### src/rtl/compass_heading_from_calibrated_field_defines.svh
// Assertion macros shared by the compass heading block.
`ifndef COMPASS_HEADING_FROM_CALIBRATED_FIELD_DEFINES_SVH
`define COMPASS_HEADING_FROM_CALIBRATED_FIELD_DEFINES_SVH

// Check cond at every clock edge outside reset.
`define CHFC_ASSERT_ALWAYS(label, cond, msg) \
    label: assert property (@(posedge clk) disable iff (!rst_n) (cond)) \
        else $error(msg);

// Check that ante implies cons in the same cycle.
`define CHFC_ASSERT_IMPLY(label, ante, cons, msg) \
    label: assert property (@(posedge clk) disable iff (!rst_n) (ante) |-> (cons)) \
        else $error(msg);

`endif

### src/rtl/chfc_pkg.sv
package chfc_pkg;

    localparam int CfgIndexW = 3;
    localparam int CfgDataW  = 17;

    localparam logic [CfgIndexW-1:0] REG_OFFSET_X  = 3'd0;
    localparam logic [CfgIndexW-1:0] REG_OFFSET_Y  = 3'd1;
    localparam logic [CfgIndexW-1:0] REG_OFFSET_Z  = 3'd2;
    localparam logic [CfgIndexW-1:0] REG_GAIN_X    = 3'd3;
    localparam logic [CfgIndexW-1:0] REG_GAIN_Y    = 3'd4;
    localparam logic [CfgIndexW-1:0] REG_GAIN_Z    = 3'd5;
    localparam logic [CfgIndexW-1:0] REG_START_HDG = 3'd6;

    localparam logic [15:0] GAIN_UNITY = 16'd4096;

    localparam int CordicXW = 28;
    localparam int CordicZW = 26;
    localparam int AngleW   = CordicZW - 8;
    localparam int DiffW    = AngleW + 1;

    localparam logic signed [CordicZW-1:0] Z_HALF_TURN = 26'sd5898240;
    localparam logic signed [CordicZW-1:0] Z_ROUND     = 26'sd128;

    localparam logic signed [DiffW-1:0] WRAP_LIMIT = 19'sd23040;
    localparam logic signed [DiffW-1:0] WRAP_SPAN  = 19'sd46080;

    localparam logic signed [15:0] HEADING_MAX = 16'sd23040;
    localparam logic signed [15:0] HEADING_MIN = -16'sd23040;

    function automatic logic signed [15:0] sat16(input logic signed [23:0] v);
        logic signed [15:0] r;
        if (v > 24'sd32767)
        begin
            r = 16'sh7fff;
        end
        else if (v < -24'sd32768)
        begin
            r = 16'sh8000;
        end
        else
        begin
            r = v[15:0];
        end
        return r;
    endfunction

    // atan(2^-i) in units of 2^-15 degree
    function automatic logic signed [CordicZW-1:0] atan_step(input logic [4:0] i);
        logic signed [CordicZW-1:0] r;
        case (i)
            5'd0:    r = 26'sd1474560;
            5'd1:    r = 26'sd870484;
            5'd2:    r = 26'sd459940;
            5'd3:    r = 26'sd233473;
            5'd4:    r = 26'sd117189;
            5'd5:    r = 26'sd58652;
            5'd6:    r = 26'sd29333;
            5'd7:    r = 26'sd14667;
            5'd8:    r = 26'sd7334;
            5'd9:    r = 26'sd3667;
            5'd10:   r = 26'sd1833;
            5'd11:   r = 26'sd917;
            5'd12:   r = 26'sd458;
            5'd13:   r = 26'sd229;
            5'd14:   r = 26'sd115;
            5'd15:   r = 26'sd57;
            5'd16:   r = 26'sd29;
            5'd17:   r = 26'sd14;
            5'd18:   r = 26'sd7;
            5'd19:   r = 26'sd4;
            5'd20:   r = 26'sd2;
            5'd21:   r = 26'sd1;
            default: r = 26'sd0;
        endcase
        return r;
    endfunction

endpackage

### src/rtl/chfc_axis_cal.sv
module chfc_axis_cal (
    input  logic               clk,
    input  logic [2:0]         en,
    input  logic signed [15:0] raw,
    input  logic signed [16:0] offset_half,
    input  logic [15:0]        gain,
    output logic signed [15:0] cal
);

    logic signed [18:0] diff_wide;
    logic signed [18:0] sum_wide;
    logic signed [15:0] field_next;
    logic signed [15:0] field_reg;
    logic signed [32:0] prod_next;
    logic signed [32:0] prod_reg;
    logic signed [32:0] round_wide;
    logic signed [15:0] cal_next;
    logic signed [15:0] cal_reg;

    always_comb
    begin
        diff_wide  = {{2{raw[15]}}, raw, 1'b0} - {{2{offset_half[16]}}, offset_half};
        sum_wide   = diff_wide + {18'd0, diff_wide[18]};
        field_next = chfc_pkg::sat16(24'(sum_wide >>> 1));
        prod_next  = field_reg * $signed({1'b0, gain});
        round_wide = prod_reg + (prod_reg[32] ? 33'sd4095 : 33'sd0);
        cal_next   = chfc_pkg::sat16(24'(round_wide >>> 12));
    end

    always_ff @(posedge clk)
    begin
        if (en[0])
        begin
            field_reg <= field_next;
        end
        if (en[1])
        begin
            prod_reg <= prod_next;
        end
        if (en[2])
        begin
            cal_reg <= cal_next;
        end
    end

    assign cal = cal_reg;

endmodule

### config.mk
export PLATFORM = sky130hd
export DESIGN_NAME = chfc_axis_cal
export DESIGN_NICKNAME = d
export VERILOG_FILES = /design/src/rtl/compass_heading_from_calibrated_field_defines.svh /design/src/rtl/chfc_pkg.sv /design/src/rtl/chfc_axis_cal.sv
export SDC_FILE = /design/constraint.sdc
export NUM_CORES = 1
export LEC_CHECK = 0
export BUFFER_PORTS_ARGS = -buffer_cell sky130_fd_sc_hd__buf_2
export CAP_MARGIN = 25
export CORE_MARGIN = 3
export CORE_UTILIZATION = 63
export DETAILED_ROUTE_END_ITERATION = 7
export PLACE_DENSITY = 0.8
export SYNTH_ARGS = -nofsm -noshare
export SYNTH_HDL_FRONTEND = slang
export SYNTH_SLANG_ARGS = --single-unit
### constraint.sdc
create_clock -name clk -period 11.5 [get_ports clk]
set_clock_uncertainty 0.2 [all_clocks]
set_input_delay 0.575 -clock clk [delete_from_list [all_inputs] [get_ports clk]]
set_output_delay 0.575 -clock clk [all_outputs]
set_load 0.03 [all_outputs]
==> key figures <==
Place
  – Gp weighted congestion: 0.8729
  – DP Cell Count: 1662
  – Final HPWL from detailed placement: 22410 um
  – Pre-CTS WS: 4.312 ns
  – I/O Buffers: 68

Synthesis
  – Post-Synth XOR/XNOR Area: 4.785%
  – Synthesis-stage register bit count: 65
  – Top-count cell post-synth: inv_1
  – Distinct cell type count after synthesis: 68
  – Most used DFF post-synth: edfxtp_1
  – Post-synth top cells: inv_1, fa_1, ha_1, nand2_1, and2_1
  – Mapped Area: 12970 um^2
  – Yosys top cell area share: 30.10%
  – Syn Inst Count: 1373
  – Syn avg cell area: 9.446 um^2
  – Synth area leaders: fa_1, edfxtp_1, ha_1
  – Async set-reset flop share out of synthesis: 0%
  – Post-synth EDFFs: 65
  – Yosys top cell by area: fa_1
  – Yosys warns: 0
  – Largest family of logic cells by synthesized area: adder cells
  – Mux cell area share after synthesis: 0%
  – Synthesized net count: 1771
  – Adder-cell share of the synthesized area: 44.57%
  – Post-synthesis compound-gate area fraction: 10.70%
  – Sequential share of the synthesized area: 15.05%
  – Post-synthesis simple-gate area fraction: 15.63%

Route
  – DR pass1 iterations: 5
  – Final wirelength: 28150 um
  – Avg Vias per Cell: 5.722
  – Detailed-route via count: 9602
  – WL/cell: 16.78 um
  – Starting DRT DRC Count: 505
  – Residual DRC: 0
  – ANT nets after route: 0

Clocking
  – Clk_lat worst skew: 0.34 ns
  – CTS Hold Buffers Added: 0
  – Clk slew on worst S/H paths: 0.05 ns
  – Num CTS Buffers: 9
  – # H-tree levels: 3
  – Clock Tree Buf Depth: 2
  – Clock sink count: 65
  – Post-CTS setup buffer count: 0
  – TritonCTS clock tree: done
  – Cts repair resizes: 0
  – Clock root cell: clkbuf_16

Global routing
  – Gr ovfl total: 0
  – Total GRT Usage: 26.92%
  – Vias in the first global route: 10100
  – Antenna violations before repair: 0
  – Largest net degree at the start of global routing: 34
  – First-pass GRT wire length: 47870 um

Die
  – Die Wd: 149.5 um
  – Floorplan row count: 51
  – Core area: 19850 um^2
  – Die Ht: 149.5 um
  – # IOs: 69
  – Starting density of the core: 65.36%
  – Total Die Area: 22340 um^2

STA
  – Crit path setup slack, layout: 4.253 ns
  – Total negative slack: 0 ns
  – Worst hold slack: 0.4619 ns
  – Final setup viols: 0
  – Fmax: 138.0 MHz
  – RSZ-0062 raised after global routing: false
  – Slew headroom: 31.58%
  – Period utilization: 63.02%
  – Fin. max-slew vios: 0
  – Period minus WS final: 7.247 ns
  – Final hold vios: 0
  – Least-Margin Pin Slew: 1.020 ns

Setup path
  – Critical path capture point type: register
  – Startpoint types: register
  – CP max FO: 13
  – Crit path required time: 11.39 ns
  – Crit path kind: register to register
  – Crit path DAT: 7.13 ns

Finish
  – Synth-to-layout area growth: 6.762%
  – Non-filler cells in the finished layout: 1678
  – Max reg flops: 33
  – Register area: 1952 um^2
  – Final nets: 1807
  – Share of layout cells above drive strength 1: 8.634%
  – Antenna Cells: 0
  – Area of the multi-input gates: 9819 um^2
  – Fill cells: 1521

Run status
  – Outcome: finished clean

Hold path
  – Hold WC Path Type: input port to register

Run
  – Max Cap Violations: 0
critical path: stages, from the launching register on:
cell and delay (ns):
edfxtp_1 0.52, inv_1 0.44, nor2_1 0.13, fa_1 0.54, fa_1 0.52, fa_1 0.53, fa_1 0.54, fa_1 0.56
inv_1 0.06, fa_1 0.53, inv_1 0.04, ha_1 0.35, a21o_1 0.21, a21o_1 0.17, a221o_1 0.31, or3_1 0.32
o22ai_1 0.35, a21o_1 0.23, o2111ai_1 0.13, a21oi_1 0.21, xnor2_1 0.10
final timing paths:
check,cells after the start,start,end,slack [ns]
worst min register to register,2,prod_reg[25],cal[13],0.47
worst max-delay path,20,field_reg[15],prod_reg[32],4.25
worst min-delay path,1,en[0],field_reg[4],0.46
worst max register to register,20,field_reg[15],prod_reg[32],4.25
layer usage:
layer / wire [um] / global-route usage (%) / share of wire (%) / vias up
met5: 0 / 0 / 0 / -
met4: 874 / 9.931 / 3.1 / 0
met3: 1387 / 3.907 / 4.9 / 69
met2: 14290 / 46.09 / 51 / 287
met1: 11600 / 35.06 / 41 / 4762
li1: - / - / - / 4484
stage by stage:
step / utilization (%) / area (um^2)
after floorplan: - / 12970
after CTS: 69.70 / 13830
after global routing: 69.77 / 13850
after global placement: 67.90 / 13480
final: 69.77 / 13850
after detailed placement: 67.90 / 13480
cell type report:
cell class              count  share of cell area [%]
multi-input cells         991                   70.91
flip-flops and latches     65                   14.10
inverters                 271                   7.346
repair buffers             71                   2.675
well taps                 265                   2.395
clock buffers               9                   1.626
clock inverters             6                  0.9488
kinds of logic after synthesis:
logic type,Yosys count
AOI/OAI and AO/OA,191
xor gates and xnor gates,70
adders and majority gates,345
buffers and inverters,317
DFF,65
and+or+nand+nor,385
cell usage in the layout (no fill, tap or decap), drive strengths merged, types with 3 or more instances in the layout:
cell type and n:
clkbuf 9, nand4 8, o21bai 8, o21a 10, nor4 8, a21oi 34
o31ai 4, o21ai 45, and2 124, o2111ai 5, and4 7, and3 6
buf 71, o31a 3, nand3 16, a31oi 5, o211ai 22, a211oi 8
nand2 150, a21o 17, o211a 4, or2 4, or3 6, edfxtp 65
xnor2 47, nor3 9, o22ai 6, a2111oi 4, bufinv 4, nand2b 7
ha 150, fa 195, inv 271, nor2b 6, nor2 31, xor2 23
Power is not shown: default switching activity piles up to over one toggle a cycle in this logic, so the estimate is an artifact.
